===== config.mk =====
export PLATFORM = sky130hd
export DESIGN_NAME = binary_to_decimal_ascii_top
export DESIGN_NICKNAME = d
export VERILOG_FILES = /design/src/bda_pkg.sv /design/src/bda_datapath.sv /design/src/bda_controller.sv /design/src/binary_to_decimal_ascii_top.sv
export SDC_FILE = /design/constraint.sdc
export NUM_CORES = 1
export LEC_CHECK = 0
export BUFFER_PORTS_ARGS = -buffer_cell sky130_fd_sc_hd__buf_2
export CORE_ASPECT_RATIO = 0.7
export CORE_MARGIN = 2
export CORE_UTILIZATION = 30
export CTS_CLUSTER_DIAMETER = 40
export CTS_CLUSTER_SIZE = 24
export DETAILED_ROUTE_END_ITERATION = 8
export GPL_ROUTABILITY_DRIVEN = 0
export PLACE_DENSITY_LB_ADDON = 0.25
export SLEW_MARGIN = 20
export SYNTH_ARGS = -nofsm -noshare
export SYNTH_HDL_FRONTEND = slang
export SYNTH_SLANG_ARGS = --single-unit
export TNS_END_PERCENT = 30

===== constraint.sdc =====
create_clock -name clock -period 5.4 [get_ports clock]
set_input_delay 0.81 -clock clock [delete_from_list [all_inputs] [get_ports clock]]
set_output_delay 0.81 -clock clock [all_outputs]
set_load 0.02 [all_outputs]

===== src/bda_pkg.sv =====
`timescale 1ns / 1ps

package bda_pkg;

   localparam int IN_WIDTH   = 32;
   localparam int MAX_DIGITS = 10;
   localparam int DIGIT_BITS = 4;
   localparam int BCD_BITS   = MAX_DIGITS * DIGIT_BITS;
   localparam int IDX_BITS   = $clog2(MAX_DIGITS);
   localparam int CHAR_BITS  = 6;

   localparam logic [CHAR_BITS-1:0]  ASCII_ZERO = 6'd48;
   localparam logic [DIGIT_BITS-1:0] DD_LIMIT   = 4'd5;
   localparam logic [DIGIT_BITS-1:0] DD_ADJUST  = 4'd3;

   typedef logic [MAX_DIGITS-1:0][DIGIT_BITS-1:0] bcd_type;
   typedef logic [IDX_BITS-1:0]                   idx_type;

   typedef enum logic [3:0] {
      ST_IDLE    = 4'b0001,
      ST_CONVERT = 4'b0010,
      ST_FIND    = 4'b0100,
      ST_EMIT    = 4'b1000
   } state_type;

   typedef struct packed {
      logic load;
      logic shift;
      logic find;
      logic next;
   } cmd_type;

   typedef struct packed {
      logic shift_last;
      logic digit_last;
   } status_type;

endpackage


===== src/bda_datapath.sv =====
`timescale 1ns / 1ps

module bda_datapath #(
   parameter int EFF_BITS = 32
) (
   input  logic                           clock,
   input  logic [bda_pkg::IN_WIDTH-1:0]   number,
   input  bda_pkg::cmd_type               cmd,
   output bda_pkg::status_type            status,
   output logic [bda_pkg::CHAR_BITS-1:0]  digit_char
);
   import bda_pkg::*;

   localparam int CntBits = $clog2(EFF_BITS);

   logic [EFF_BITS-1:0] bin_ff, bin_in;
   bcd_type             bcd_ff, bcd_in;
   logic [CntBits-1:0]  cnt_ff, cnt_in;
   idx_type             idx_ff, idx_in;

   bcd_type             bcd_adj;
   logic [BCD_BITS-1:0] adj_flat;
   idx_type             top_idx;

   // add-3 correction on every digit of 5 or more ahead of the shift
   always_comb begin
      for (int i = 0; i < MAX_DIGITS; i++) begin
         if (bcd_ff[i] >= DD_LIMIT) begin
            bcd_adj[i] = bcd_ff[i] + DD_ADJUST;
         end else begin
            bcd_adj[i] = bcd_ff[i];
         end
      end
      adj_flat = bcd_adj;
   end

   // highest nonzero digit, zero if the value is zero
   always_comb begin
      top_idx = '0;
      for (int i = 0; i < MAX_DIGITS; i++) begin
         if (bcd_ff[i] != '0) begin
            top_idx = IDX_BITS'(i);
         end
      end
   end

   always_comb begin
      bin_in = bin_ff;
      bcd_in = bcd_ff;
      cnt_in = cnt_ff;
      idx_in = idx_ff;
      if (cmd.load) begin
         bin_in = number[EFF_BITS-1:0];
         bcd_in = '0;
         cnt_in = '0;
      end else if (cmd.shift) begin
         bcd_in = {adj_flat[BCD_BITS-2:0], bin_ff[EFF_BITS-1]};
         bin_in = {bin_ff[EFF_BITS-2:0], 1'b0};
         cnt_in = cnt_ff + 1'b1;
      end
      if (cmd.find) begin
         idx_in = top_idx;
      end else if (cmd.next) begin
         idx_in = idx_ff - 1'b1;
      end
   end

   always_ff @(posedge clock) begin
      bin_ff <= bin_in;
      bcd_ff <= bcd_in;
      cnt_ff <= cnt_in;
      idx_ff <= idx_in;
   end

   assign status.shift_last = (cnt_ff == CntBits'(EFF_BITS - 1));
   assign status.digit_last = (idx_ff == '0);
   assign digit_char        = ASCII_ZERO + CHAR_BITS'(bcd_ff[idx_ff]);

endmodule


===== src/bda_controller.sv =====
`timescale 1ns / 1ps

module bda_controller (
   input  logic                 clock,
   input  logic                 reset,
   input  logic                 req_valid,
   output logic                 req_stall,
   output logic                 rsp_valid,
   input  logic                 rsp_stall,
   input  bda_pkg::status_type  status,
   output bda_pkg::cmd_type     cmd
);
   import bda_pkg::*;

   state_type state_ff, state_in;

   always_comb begin
      state_in  = state_ff;
      cmd       = '0;
      req_stall = 1'b1;
      rsp_valid = 1'b0;
      unique case (state_ff)
         ST_IDLE: begin
            req_stall = 1'b0;
            if (req_valid) begin
               cmd.load = 1'b1;
               state_in = ST_CONVERT;
            end
         end
         ST_CONVERT: begin
            cmd.shift = 1'b1;
            if (status.shift_last) begin
               state_in = ST_FIND;
            end
         end
         ST_FIND: begin
            cmd.find = 1'b1;
            state_in = ST_EMIT;
         end
         ST_EMIT: begin
            rsp_valid = 1'b1;
            if (!rsp_stall) begin
               if (status.digit_last) begin
                  state_in = ST_IDLE;
               end else begin
                  cmd.next = 1'b1;
               end
            end
         end
         default: begin
            state_in = ST_IDLE;
         end
      endcase
   end

   always_ff @(posedge clock) begin
      if (reset) begin
         state_ff <= ST_IDLE;
      end else begin
         state_ff <= state_in;
      end
   end

endmodule


===== src/binary_to_decimal_ascii_top.sv =====
`timescale 1ns / 1ps
// Binary to decimal ASCII converter.
// Request channel (req_valid / req_stall / req_number) takes one unsigned
// value per transaction; only its low min(VALUE_BITS, 32) bits are used.
// Response channel (rsp_valid / rsp_stall / rsp_digit_char / rsp_last_digit)
// returns the decimal text one ASCII digit per transaction, most significant
// first, leading zeros dropped; zero gives the single digit '0'.
// rsp_last_digit marks the least significant digit of the number.
// Conversion (double dabble): W = min(VALUE_BITS, 32) shift-add-3 steps,
// one bit per cycle, then a step that locates the leading digit; the
// first digit is valid once that step is done.
// A number gives 1 to 10 digits. The next request is taken the cycle
// after the last digit leaves, so no new number is accepted while one
// is still in conversion or its digits are being emitted.
// req_stall is high from a request until its last digit is delivered.
// Receiver stall holds the current digit and its flag unchanged.
// Reset (synchronous) returns the controller to idle; any number in flight
// is dropped.

module binary_to_decimal_ascii_top #(
   parameter int VALUE_BITS = 32
) (
   input  logic                           clock,
   input  logic                           reset,
   input  logic                           req_valid,
   output logic                           req_stall,
   input  logic [bda_pkg::IN_WIDTH-1:0]   req_number,
   output logic                           rsp_valid,
   input  logic                           rsp_stall,
   output logic [bda_pkg::CHAR_BITS-1:0]  rsp_digit_char,
   output logic                           rsp_last_digit
);
   import bda_pkg::*;

   // value bits above the input field width never reach the converter
   localparam int EffBits = (VALUE_BITS < IN_WIDTH) ? VALUE_BITS : IN_WIDTH;

   cmd_type    cmd;
   status_type status;

   bda_controller u_ctrl (
      .clock     (clock),
      .reset     (reset),
      .req_valid (req_valid),
      .req_stall (req_stall),
      .rsp_valid (rsp_valid),
      .rsp_stall (rsp_stall),
      .status    (status),
      .cmd       (cmd)
   );

   bda_datapath #(
      .EFF_BITS (EffBits)
   ) u_dp (
      .clock      (clock),
      .number     (req_number),
      .cmd        (cmd),
      .status     (status),
      .digit_char (rsp_digit_char)
   );

   // index reaches zero exactly on the least significant digit
   assign rsp_last_digit = status.digit_last;

endmodule


# == Word-level counts from Yosys, hierarchy flattened ==
# Index checks and enable logic that the tools add are counted.
# classes
add_sub_neg,13
magnitude_cmp,11
n_eq_ne,9
muxes,39
reduce_logical,13
# ops
op,n
4-bit two-way mux,18
32-bit two-way mux,2
4-bit by 3-bit >= comparator with 1-bit output (second input constant),10
4-bit by 2-bit adder with 4-bit output (second input constant),9
4-bit nonzero test,9
4-bit binary-select mux with 4-bit select,1
4-bit one-hot mux with 4 select lines,1
3-bit two-way mux,5
1-bit two-way mux,10
2-bit != test (second input constant),4
5-bit by 5-bit adder with 6-bit output (first input constant),1
5-bit by 1-bit adder with 5-bit output (second input constant),1
5-bit == test (second input constant),1
4-bit by 5-bit < comparator with 1-bit output (second input constant),1
4-bit by 1-bit == test with 1-bit output (second input constant),1
4-bit by 2-bit == test with 1-bit output (second input constant),1
4-bit by 3-bit == test with 1-bit output (second input constant),1
4-bit == test (second input constant),1
4-bit zero test,1
2-bit two-way mux,2
4-bit AND reduction,1
2-bit nonzero test,2
4-bit by 1-bit subtractor with 4-bit output (second input constant),1
3-bit by 2-bit adder with 3-bit output (second input constant),1
# word_totals
reg_bits,85
output_inout_bits,9
word_cells,99

# == Longest topological paths before layout ==
# Gate-level depths: netlist of run 1.
# logic_depth
word_depth,11
ltp_mapped,8
ltp_nobuf,6

# == Cells and area by module ==
# From an unflattened synthesis of run 1, not the netlist that was laid out.
# hier_totals
hier_cells,499
area_unflattened_um2,4874.7
# by_module_without_submodules
module,instances,cells_each,area_per_inst_um2
bda_datapath,1,461,4531.8
bda_controller,1,38,342.8

# == Worst setup path after synthesis of run 1 ==
# OpenSTA, ideal clock, no wires.
# synth_timing
path_type,reg2out
from,register u_dp.idx_ff[0]
to,output port rsp_digit_char[3] in the netlist's numbering
t_arrival_ns,1.566
slack_ns,3.024
stages_incl_launch_ff,6
cell_sequence,edfxtp_1 > buf_2 > buf_2 > mux4_2 > nand3b_1 > o21ai_0
# synth_between
elab_chain_len,3
# synth_lines
element,line_no,source
from (decl),bda_datapath.sv:19,"idx_type idx_ff, idx_in;"
from (signal assigned),bda_datapath.sv:72,idx_ff <= idx_in;
4-bit binary-select mux with 4-bit select,bda_datapath.sv:77,assign digit_char = ASCII_ZERO + CHAR_BITS'(bcd_ff[idx_ff]);
4-bit two-way mux (implied by the code),bda_datapath.sv:77,
5-bit by 5-bit adder with 6-bit output,bda_datapath.sv:77,
to (decl),binary_to_decimal_ascii_top.sv:30,"output logic [bda_pkg::CHAR_BITS-1:0] rsp_digit_char,"
# Every way passes these cells. The select of a mux whose other input is x is not followed.

# == Worst setup path in the final report of run 1 ==
# layout_timing
from,register u_dp.idx_ff[0]
to,output port rsp_digit_char[0] in the netlist's numbering
# Same word-level chain as after synthesis.

==> metrics, run 1 <==
share of cells above drive strength 1=15.7%; P_sw=0.359 mW; Flop pwr share=48.2%; highest metal used=met4; min-delay src=u_dp.cnt_ff[4]; maximum number of pins on one net before global-route repair=73; Clock Power Share=43.1%; full die area=0.0167 mm²; Cells on Worst Hold Path=2; DP Area=0.00506 mm²; met2 wirelength from detailed routing=5030 µm; depth of the most critical reg-to-reg path=5; residual antenna-violating net count after detailed routing=0; share of the core filled with cells=34.8%; total number of placement rows=38; setup TNS after final layout=0 ps; metal1 wirelength=5450 µm; dominant synthesized flop cell=sky130_fd_sc_hd__dfxtp_1; Post-layout nets=between 600 and 700; Std-Cell Core Area=0.0154 mm²; final antenna diode count=0; commonest cells after routing, fill and taps aside=103 x sky130_fd_sc_hd__nand2_1, 51 x sky130_fd_sc_hd__o21ai_0, 49 x sky130_fd_sc_hd__dfxtp_1, 42 x sky130_fd_sc_hd__buf_2, 39 x sky130_fd_sc_hd__nand3_1; leakage power figure=2.08 nW; post-synth design cell area=0.00471 mm²; wire length of the first global-routing pass=roughly 18000 µm; terminus of the critical flop-to-flop path=u_dp.idx_ff[2]; Port Buffers=42; Worst Setup Path Type=reg -> out; Hold Crit Class=reg -> reg; half-perimeter wire length of the detailed placement result=7580 µm; worst-case register-to-register setup slack=2950 ps; proportion of power drawn by combinational gates=8.7%; power density over the cells=around 280 mW/mm²; initial antenna violation count=0; via count of the routed design=about 3700; clock root cell=sky130_fd_sc_hd__clkbuf_16; share of total power consumed by net switching=23.5%; required arrival time at the worst endpoint=4590 ps; growth of design area from synthesis to finish=13.9%; peak fanout along the critical path=14; Worst Setup SP=u_dp.idx_ff[0]; setup repair after global routing missed its margin=false; Die Y=between 100 and 150 µm; number of design-rule violations left by the first detailed-router iteration=273; most common library cell in the layout ignoring fill and taps=sky130_fd_sc_hd__nand2_1; endpoint of the worst hold path=u_dp.cnt_ff[4]; average vias per placed instance=4.91; die width=154 µm; number of clock buffers inserted by TritonCTS=9; Post-CTS Resized=0; number of warnings reported in the yosys synthesis log=0; # Post-CTS Setup Buffers=0; overall global routing resource usage=between 10% and 20%; total wire length after detailed routing=11100 µm; number of global-route vias before repair=3610; latest clock arrival within the worst-skew pair=340 ps; max-cap viol count=0; maximum achievable frequency=333 MHz; internal power component=between 1 and 1.5 mW; clock buffer depth=2; count of unresolved DRC violations after routing=0; final instance area=0.00537 mm²; run status=finished clean; number of failing setup endpoints in the final timing report=0; maximum VDD drop=0.131 mV; total length of routed met3 wires=362 µm; fill cell count=1606; synthesized instance count=515; final hold violation count=0; number of flip-flops and latches in the synthesized netlist=between 80 and 90; Starting Density=30.6%; Slew @ Worst Pin=1010 ps; relative max-transition margin=a little under a third; minimum clock period after layout=3000 ps; aggregate global routing overflow=0; arrival time of the worst setup path=2190 ps; Sinks on Clock Net=85; fraction of registers with async set/reset=0%; average wire per cell in the routed design=14.8 µm; clock-pin slew of the registers on the worst-case setup and hold paths=60 ps; Setup crit start kind=flop; fin. max-slew vios=0; TritonCTS clock tree=built; Pre-antenna DRT Iters=5; Clock Skew=between 4 and 5 ps; final worst-path cycle share=between 50% and 60%; post-synthesis cell type count=41; proportion of synthesized chip area in sequential cells=43.8%; sort of element at the end of the critical path=output port; Hold Buf Count CTS=0; number of enable-type register cells in the synthesized netlist=36; I/O pin count=45; Mapped Avg Cell Area=approximately 9.1 µm²; launching point of the worst reg2reg path=u_dp.idx_ff[0]; H-tree levels=3
[cell type report]
| type | count | area (µm²) | area share, % |
|---|---|---|---|
| Clock buffer | 11 | 233 | 4.34 |
| Clock inverter | 5 | 75.1 | 1.40 |
| Inverter | 23 | 86.3 | 1.61 |
| Multi-Input combinational cell | 379 | 2420 | 45.1 |
| Sequential cell | 85 | 2060 | 38.4 |
| Tap cell | 200 | 250 | 4.66 |
| Timing Repair Buffer | 46 | 240 | 4.48 |
[critical path: stages, from the launching register on]
cell	delay, ps
sky130_fd_sc_hd__edfxtp_1	840
sky130_fd_sc_hd__mux4_2	590
sky130_fd_sc_hd__mux2i_1	140
sky130_fd_sc_hd__o21ai_0	100
sky130_fd_sc_hd__buf_2	180
[power groups by stage]
stage               Combinational, mW  Sequential [mW]  Clock, mW
floorplan                      0.0965            0.746          0
global route                    0.154            0.740      0.702
finish                          0.132            0.736      0.658
CTS                             0.135            0.736      0.682
detailed placement              0.134            0.750          0
global placement                0.133            0.748          0
[per-layer routing]
layer	track usage, %	up-vias
met3	3.46	18
met5	0	-
met2	22.2	68
li1	-	1848
met4	5.64	0
met1	18.6	1745
[cell families after synthesis]
logic type | count (synthesis) | share of synthesized area [%]
multiplexers | 26 | 7.91
flip-flops | 85 | 43.8
AND/OR/NAND/NOR | 216 | 22.4
other | 1 | 0.0796
buffers and inverters | 52 | 5.07
adder cells (fa/ha/maj) | 23 | 6.11
XOR/XNOR | 18 | 3.35
AO/OA/AOI/OAI | 94 | 11.4
[registers in the layout, summed over array words and instances (netlist names)]
register / cells
u_dp.bcd_ff: 40
u_dp.idx_ff: 4
u_dp.bin_ff: 32
u_dp.cnt_ff: 5
u_ctrl.state_ff: 4
[worst max path at each step]
stage	endpoint	cells after the start
after floorplan	rsp_digit_char[3]	5
after global placement	rsp_digit_char[2]	4
after detailed placement	rsp_digit_char[0]	4
after CTS	rsp_digit_char[0]	4
after global routing	rsp_digit_char[3]	4
final	rsp_digit_char[0]	4
[metrics by stage]
step                power [mW]  worst slack [ps]  hold slack [ps]  instances
CTS                       1.55              2380              458        749
finish                    1.53              2400              458        749
floorplan                0.842              3020              418        516
global placement         0.881              2780              440        733
global route              1.60              2250              495        749
detailed placement       0.884              2770              449        733
[synthesized netlist by cell type (3+ instances only)]
cell	instances	share of area, %
sky130_fd_sc_hd__o21ai_0	51	5.4
sky130_fd_sc_hd__a21oi_1	27	2.9
sky130_fd_sc_hd__o32ai_2	3	1.0
sky130_fd_sc_hd__nor3b_1	15	2.4
sky130_fd_sc_hd__o22ai_1	3	0.40
sky130_fd_sc_hd__mux2_2	10	2.4
sky130_fd_sc_hd__nand2_1	104	8.3
sky130_fd_sc_hd__nand2b_1	14	1.9
sky130_fd_sc_hd__mux4_2	8	3.8
sky130_fd_sc_hd__nor2_1	24	1.9
sky130_fd_sc_hd__clkbuf_1	6	0.48
sky130_fd_sc_hd__inv_1	23	1.8
sky130_fd_sc_hd__ha_1	23	6.1
sky130_fd_sc_hd__nand4_1	3	0.40
sky130_fd_sc_hd__xnor2_1	13	2.4
sky130_fd_sc_hd__mux2i_1	8	1.7
sky130_fd_sc_hd__buf_2	17	1.8
sky130_fd_sc_hd__nand3_1	39	4.1
sky130_fd_sc_hd__and3_1	3	0.40
sky130_fd_sc_hd__edfxtp_1	36	23
sky130_fd_sc_hd__xor2_1	5	0.93
sky130_fd_sc_hd__dfxtp_1	49	21
sky130_fd_sc_hd__a41oi_1	3	0.56
sky130_fd_sc_hd__nand3b_1	4	0.64
Power figures use the tool's default switching activity.
==> run 2: changes to the inputs <==
--- a/config.mk
+++ b/config.mk
@@ -5,6 +5,7 @@
 export SDC_FILE = /design/constraint.sdc
 export NUM_CORES = 1
 export LEC_CHECK = 0
+export ABC_AREA = 1
 export BUFFER_PORTS_ARGS = -buffer_cell sky130_fd_sc_hd__buf_2
 export CORE_ASPECT_RATIO = 0.7
 export CORE_MARGIN = 2
==> constraint.sdc (replaced) <==
create_clock -name clock -period 2.97 [get_ports clock]
set_input_delay 0.4455 -clock clock [delete_from_list [all_inputs] [get_ports clock]]
set_output_delay 0.4455 -clock clock [all_outputs]
set_load 0.02 [all_outputs]
==> metrics, run 2 <==
final hold violation count=0 (unchanged); setup TNS after final layout=0 ps (unchanged); maximum achievable frequency=398 MHz; TritonCTS clock tree=built (unchanged); Slew @ Worst Pin=712 ps (was 1010 ps); Post-CTS Resized=0 (unchanged); H-tree levels=3 (unchanged); total wire length after detailed routing=11100 µm (about the same); wire length of the first global-routing pass=18000 µm (was 18500 µm); Post-layout nets=699 (was 603); post-place setup slack=698 ps (was 2770 ps); latest clock arrival within the worst-skew pair=350 ps (was 340 ps); via count of the routed design=4018 (was 3679); arrival time of the worst setup path=2070 ps (was 2190 ps); DP Area=0.00506 mm² (about the same); growth of design area from synthesis to finish=14.0% (was 13.9%); synthesized instance count=605 (was 515); count of unresolved DRC violations after routing=0 (unchanged); dominant synthesized flop cell=sky130_fd_sc_hd__dfxtp_1 (unchanged); average vias per placed instance=4.76 (was 4.91); library cell appearing most often on the critical path=sky130_fd_sc_hd__inv_1; final instance area=0.00533 mm² (was 0.00537 mm²); power density over the cells=543 mW/mm² (was 284 mW/mm²); die width=153 µm (was 154 µm); Port Buffers=42 (unchanged); Setup crit start kind=flop (unchanged); number of warnings reported in the yosys synthesis log=0 (unchanged); peak fanout along the critical path=25 (was 14); aggregate global routing overflow=0 (unchanged); maximum number of pins on one net before global-route repair=54 (was 73); number of failing setup endpoints in the final timing report=0 (unchanged); number of design-rule violations left by the first detailed-router iteration=287 (was 273); Max stage delay on crit path=400 ps (was 840 ps); registers with the most flip-flops=u_dp.bcd_ff: 40 flops, u_dp.bin_ff: 32 flops, u_dp.cnt_ff: 5 flops (unchanged); proportion of synthesized chip area in sequential cells=44.1% (was 43.8%); clock-pin slew of the registers on the worst-case setup and hold paths=70 ps (was 60 ps); Hold Crit Class=in -> reg (was reg -> reg); CP max-delay cell=sky130_fd_sc_hd__inv_1 (was sky130_fd_sc_hd__edfxtp_1); maximum VDD drop=0.225 mV (was 0.131 mV); setup repair after global routing missed its margin=false (unchanged); top cell type's share of synthesized area=23.1% (was 22.9%); clock root cell=sky130_fd_sc_hd__clkbuf_16 (unchanged); post-synth design cell area=0.00468 mm² (was 0.00471 mm²); full die area=0.0166 mm² (was 0.0167 mm²); I/O pin count=45 (unchanged); final worst-path cycle share=84.6%; Clock Skew=8.81 ps (was 4.67 ps); total power after layout=2.90 mW (was 1.53 mW); number of global-route vias before repair=3724 (was 3610); number of flip-flops in the largest register=40 (unchanged); clock buffer depth=2 (unchanged); required arrival time at the worst endpoint=2520 ps (was 4590 ps); minimum clock period after layout=2510 ps; Die Y=108 µm (was 109 µm); average wire per cell in the routed design=13.2 µm (was 14.8 µm); Final WS setup=458 ps (was 2400 ps); relative max-transition margin=52.4% (was 31.5%); Post-Route Hold Slack=310 ps (was 458 ps); number of clock buffers inserted by TritonCTS=9 (unchanged); register name with the most flops=u_dp.bcd_ff (unchanged); Mapped Avg Cell Area=7.73 µm² (was 9.15 µm²); leakage power figure=2.32 nW (was 2.08 nW); final antenna diode count=0 (unchanged); chain of cells forming the critical path=buf_4, inv_1, ha_1, inv_1, nor2_1, nand2_1, inv_1, buf_2 (was mux4_2, mux2i_1, o21ai_0, buf_2); Hold Buf Count CTS=0 (unchanged); most instantiated cells after synthesis=159 x sky130_fd_sc_hd__nand2_1, 63 x sky130_fd_sc_hd__inv_1, 60 x sky130_fd_sc_hd__o21ai_0 (was 104 x sky130_fd_sc_hd__nand2_1, 51 x sky130_fd_sc_hd__o21ai_0, 49 x sky130_fd_sc_hd__dfxtp_1); run status=finished clean (unchanged); sort of element at the end of the critical path=output port (unchanged); leading area contributor after synthesis=sky130_fd_sc_hd__edfxtp_1 (unchanged); number of flip-flops and latches in the synthesized netlist=85 (unchanged); residual antenna-violating net count after detailed routing=0 (unchanged); total number of placement rows=38 (unchanged); Std-Cell Core Area=0.0154 mm² (about the same); overall global routing resource usage=13.6% (was 14.0%); fin. max-slew vios=0 (unchanged); initial antenna violation count=0 (unchanged); most frequent cell after synthesis=sky130_fd_sc_hd__nand2_1 (unchanged); max-cap viol count=0 (unchanged); most common library cell in the layout ignoring fill and taps=sky130_fd_sc_hd__nand2_1 (unchanged); commonest cells after routing, fill and taps aside=159 x sky130_fd_sc_hd__nand2_1, 63 x sky130_fd_sc_hd__inv_1, 60 x sky130_fd_sc_hd__o21ai_0, 49 x sky130_fd_sc_hd__dfxtp_1 (was 103 x sky130_fd_sc_hd__nand2_1, 51 x sky130_fd_sc_hd__o21ai_0, 49 x sky130_fd_sc_hd__dfxtp_1, 42 x sky130_fd_sc_hd__buf_2, 39 x sky130_fd_sc_hd__nand3_1); fraction of registers with async set/reset=0% (unchanged); # Post-CTS Setup Buffers=0 (unchanged); half-perimeter wire length of the detailed placement result=7640 µm (was 7580 µm); Worst Setup Path Type=reg -> out (unchanged); Sinks on Clock Net=85 (unchanged); Synth area leaders=sky130_fd_sc_hd__edfxtp_1 23%, sky130_fd_sc_hd__dfxtp_1 21%, sky130_fd_sc_hd__nand2_1 13%, sky130_fd_sc_hd__o21ai_0 6.4%, sky130_fd_sc_hd__ha_1 6.2% (was sky130_fd_sc_hd__edfxtp_1 23%, sky130_fd_sc_hd__dfxtp_1 21%, sky130_fd_sc_hd__nand2_1 8.3%, sky130_fd_sc_hd__ha_1 6.1%, sky130_fd_sc_hd__o21ai_0 5.4%); Pre-antenna DRT Iters=5 (unchanged); number of enable-type register cells in the synthesized netlist=36 (unchanged); post-synthesis cell type count=40 (was 41); share of cells above drive strength 1=12.2% (was 15.7%); Starting Density=30.5% (was 30.6%)
run 2: cell count changes in the layout (fill, tap and decap cells not counted), sizes merged, moves of 14 or more:
cell / before / now
inv: 23 / 72
nor3b: 15 / 1
nand2: 104 / 161
a21oi: 27 / 42
nand2b: 14 / 0
o21ai: 53 / 75
run 2: metrics by stage:
stage	util, %	instances
3_3_place_gp	33.0	829
2_1_floorplan	-	606
3_5_place_dp	33.0	829
5_1_grt	34.7	845
4_1_cts	34.7	845
6_report	34.7	845
run 2: worst max-delay path: cells and delay by family, from the launching register on:
family,cells,cell delay [ps]
adders and majority gates,1,260
buffers and inverters,5,880
DFF,1,360
and+or+nand+nor,2,210
run 2: cell type report:
cell class | instances | area [µm²]
inverters | 70 | 265
multi-input cells | 426 | 2230
repair buffers | 48 | 255
well taps | 200 | 250
clock buffers | 9 | 225
fillers | 1609 | 10000
clock inverters | 7 | 47.5
flip-flops and latches | 85 | 2060
run 2: final timing paths:
| check | slack (ps) | start | to | depth (start not counted) |
|---|---|---|---|---|
| hold / removal | 310 | reset | u_ctrl.state_ff[3] | 2 |
| setup / recovery | 460 | u_dp.idx_ff[0] | rsp_last_digit | 8 |
| hold reg to reg | 450 | u_dp.cnt_ff[3] | u_dp.cnt_ff[3] | 1 |
| setup reg to reg | 700 | u_dp.idx_ff[0] | u_dp.idx_ff[0] | 8 |
run 2: per-layer routing:
layer  part of all wire (%)  global-route usage, %  wire length, µm  vias up
met5                      0                      0                0        -
met4                    1.7                   5.62              194        0
met3                    3.3                   3.13              365       16
met2                     43                   20.9             4760       60
met1                     52                   18.4             5810     1869
li1                       -                      -                -     2073
run 2: power by group:
part	switching, mW	leakage (nW)	internal, mW
clock network	0.489	0.134	0.570
registers	0.0474	0.740	1.35
logic	0.305	1.45	0.138
run 2: kinds of logic after synthesis:
group                      count (synthesis)  share of synthesized area (%)
AOI/OAI and AO/OA                        140                           16.2
xor gates and xnor gates                  12                           2.25
adders and majority gates                 23                           6.15
buffers and inverters                     95                           8.48
DFF                                       85                           44.1
other                                      1                         0.0802
and+or+nand+nor                          249                           22.7
==> run 3: changes to the inputs <==
==> constraint.sdc (replaced) <==
create_clock -name clock -period 2.3 [get_ports clock]
set_input_delay 0.345 -clock clock [delete_from_list [all_inputs] [get_ports clock]]
set_output_delay 0.345 -clock clock [all_outputs]
set_load 0.02 [all_outputs]
==> metrics, run 3 (synthesis gave the netlist of run 2 again) <==
run status=finished clean (unchanged); Hold Crit Class=in -> reg (unchanged); sort of element at the end of the critical path=output port (unchanged); total number of placement rows=38 (unchanged); Worst Setup SP=u_dp.idx_ff[0] (unchanged); commonest cells after routing, fill and taps aside=159 x sky130_fd_sc_hd__nand2_1, 63 x sky130_fd_sc_hd__inv_1, 60 x sky130_fd_sc_hd__o21ai_0, 49 x sky130_fd_sc_hd__dfxtp_1 (unchanged); final instance area=0.00544 mm² (was 0.00533 mm²); number of flip-flops in the largest register=40 (unchanged); number of failing setup endpoints in the final timing report=0 (unchanged); met2 global-route usage=20.1% (was 20.9%); residual antenna-violating net count after detailed routing=0 (unchanged); internal power component=2.83 mW (was 2.06 mW); proportion of power drawn by combinational gates=15.1% (was 15.3%); Sinks on Clock Net=85 (unchanged); via count of the routed design=4098 (was 4018); leakage power figure=2.38 nW (was 2.32 nW); share of total power consumed by net switching=27.7% (was 29.0%); clock-pin slew of the registers on the worst-case setup and hold paths=60 ps (was 70 ps); power density over the cells=719 mW/mm² (was 543 mW/mm²); final antenna diode count=0 (unchanged); minimum clock period after layout=2190 ps; final hold violation count=0 (unchanged); Final WS setup=111 ps (was 458 ps); most common library cell in the layout ignoring fill and taps=sky130_fd_sc_hd__nand2_1 (unchanged); Starting Density=30.5% (unchanged); clock root cell=sky130_fd_sc_hd__clkbuf_16 (unchanged); fin. max-slew vios=0 (unchanged); DP Area=0.00510 mm² (was 0.00506 mm²); max-cap viol count=0 (unchanged); post-place setup slack=412 ps (was 698 ps); half-perimeter wire length of the detailed placement result=7980 µm (was 7640 µm); met1 track demand over resource in global routing=20.2% (was 18.4%); peak fanout along the critical path=16 (was 25); worst-case register-to-register setup slack=490 ps (was 700 ps); overall global routing resource usage=13.9% (was 13.6%); P_sw=1.08 mW (was 0.841 mW); average vias per placed instance=4.80 (was 4.76); die width=153 µm (unchanged); number of design-rule violations left by the first detailed-router iteration=328 (was 287); Hold Buf Count CTS=0 (unchanged); registers with the most flip-flops=u_dp.bcd_ff: 40 flops, u_dp.bin_ff: 32 flops, u_dp.cnt_ff: 5 flops (unchanged); clock buffer depth=2 (unchanged); Setup crit start kind=flop (unchanged); total wire length after detailed routing=11600 µm (was 11100 µm); most utilized layer in the global route result=met1 (was met2); wire length of the first global-routing pass=18100 µm (was 18000 µm); Port Buffers=42 (unchanged); number of global-route vias before repair=3598 (was 3724); setup repair after global routing missed its margin=false (unchanged); Std-Cell Core Area=0.0154 mm² (unchanged); depth of the most critical reg-to-reg path=11 (was 8); H-tree levels=3 (unchanged); Post-CTS Resized=0 (unchanged); maximum VDD drop=0.333 mV (was 0.225 mV); count of unresolved DRC violations after routing=0 (unchanged); launching point of the worst reg2reg path=u_dp.bcd_ff[12] (was u_dp.idx_ff[0]); latest clock arrival within the worst-skew pair=350 ps (about the same); Die Y=108 µm (unchanged); share of the core filled with cells=35.4% (was 34.7%); Flop pwr share=46.1% (was 48.2%); total power after layout=3.91 mW (was 2.90 mW); maximum number of pins on one net before global-route repair=45 (was 54); initial antenna violation count=0 (unchanged); TritonCTS clock tree=built (unchanged); maximum achievable frequency=457 MHz; Clock Power Share=38.8% (was 36.5%); number of clock buffers inserted by TritonCTS=9 (unchanged); terminus of the critical flop-to-flop path=u_dp.idx_ff[0] (unchanged); Critical Path Sink=rsp_digit_char[3] (was rsp_last_digit); Post-layout nets=707 (was 699); arrival time of the worst setup path=1840 ps (was 2070 ps); growth of design area from synthesis to finish=16.4% (was 14.0%); Pre-antenna DRT Iters=6 (was 5); Worst Setup Path Type=reg -> out (unchanged); share of cells above drive strength 1=13.3% (was 12.2%); register name with the most flops=u_dp.bcd_ff (unchanged); aggregate global routing overflow=0 (unchanged); Slew @ Worst Pin=636 ps (was 712 ps); met3 track utilization from global routing=3.81% (was 3.13%); average wire per cell in the routed design=13.6 µm (was 13.2 µm); I/O pin count=45 (unchanged); relative max-transition margin=57.5% (was 52.4%); required arrival time at the worst endpoint=1960 ps (was 2520 ps); full die area=0.0166 mm² (unchanged); Clock Skew=8.75 ps (was 8.81 ps); final worst-path cycle share=between 90% and 100%; setup TNS after final layout=0 ps (unchanged); Cells on Worst Hold Path=2 (unchanged)
-- run 3: area by class of cell --
type | count | area, µm²
clock inverter | 5 | 56.3
timing repair buffer | 56 | 328
fill | 1616 | 9910
tap | 200 | 250
clock buffer | 11 | 253
sequential | 85 | 2060
inverter | 70 | 265
multi-input combinational | 426 | 2230
-- run 3: how the worst min path moves through the flow --
stage               startpoint                 end  slack (ps)
2_1_floorplan            reset  u_ctrl.state_ff[1]         410
3_3_place_gp    u_dp.cnt_ff[3]      u_dp.cnt_ff[3]         440
3_5_place_dp   u_dp.bin_ff[31]      u_dp.bcd_ff[0]         450
4_1_cts                  reset  u_ctrl.state_ff[1]         200
5_1_grt                  reset  u_ctrl.state_ff[3]         230
6_report                 reset  u_ctrl.state_ff[1]         220
-- run 3: layer usage --
metal,vias up,wire length (µm)
li1,2092,-
met1,1876,6050
met2,117,4780
met3,13,578
met4,0,158
met5,-,0
-- run 3: per-stage QoR --
step | instances | hold WS (ps)
after detailed placement | 833 | 451
after floorplan | 606 | 414
after CTS | 849 | 203
after global placement | 833 | 438
after global routing | 853 | 227
final | 853 | 223
-- run 3: repair_timing --
action,CTS,global route
buffers inserted,0,4
setup endpoints to repair,0,4
endpoints found under the hold margin,0,0
-- run 3: power groups by stage --
stage          logic, mW  registers (mW)  clock network (mW)
2_1_floorplan      0.418            1.82                   0
5_1_grt            0.673            1.82                1.64
3_3_place_gp       0.583            1.83                   0
3_5_place_dp       0.591            1.84                   0
6_report           0.589            1.81                1.52
4_1_cts            0.594            1.81                1.57
-- run 3: worst max-delay path: stages (launching register included) --
cell                       delay (ps)
sky130_fd_sc_hd__edfxtp_1         410
sky130_fd_sc_hd__buf_4            150
sky130_fd_sc_hd__buf_4            170
sky130_fd_sc_hd__a21oi_1          150
sky130_fd_sc_hd__o21ai_0          150
sky130_fd_sc_hd__nand3_1          120
sky130_fd_sc_hd__nand3_1           70
sky130_fd_sc_hd__o21ai_0           80
sky130_fd_sc_hd__buf_2            190
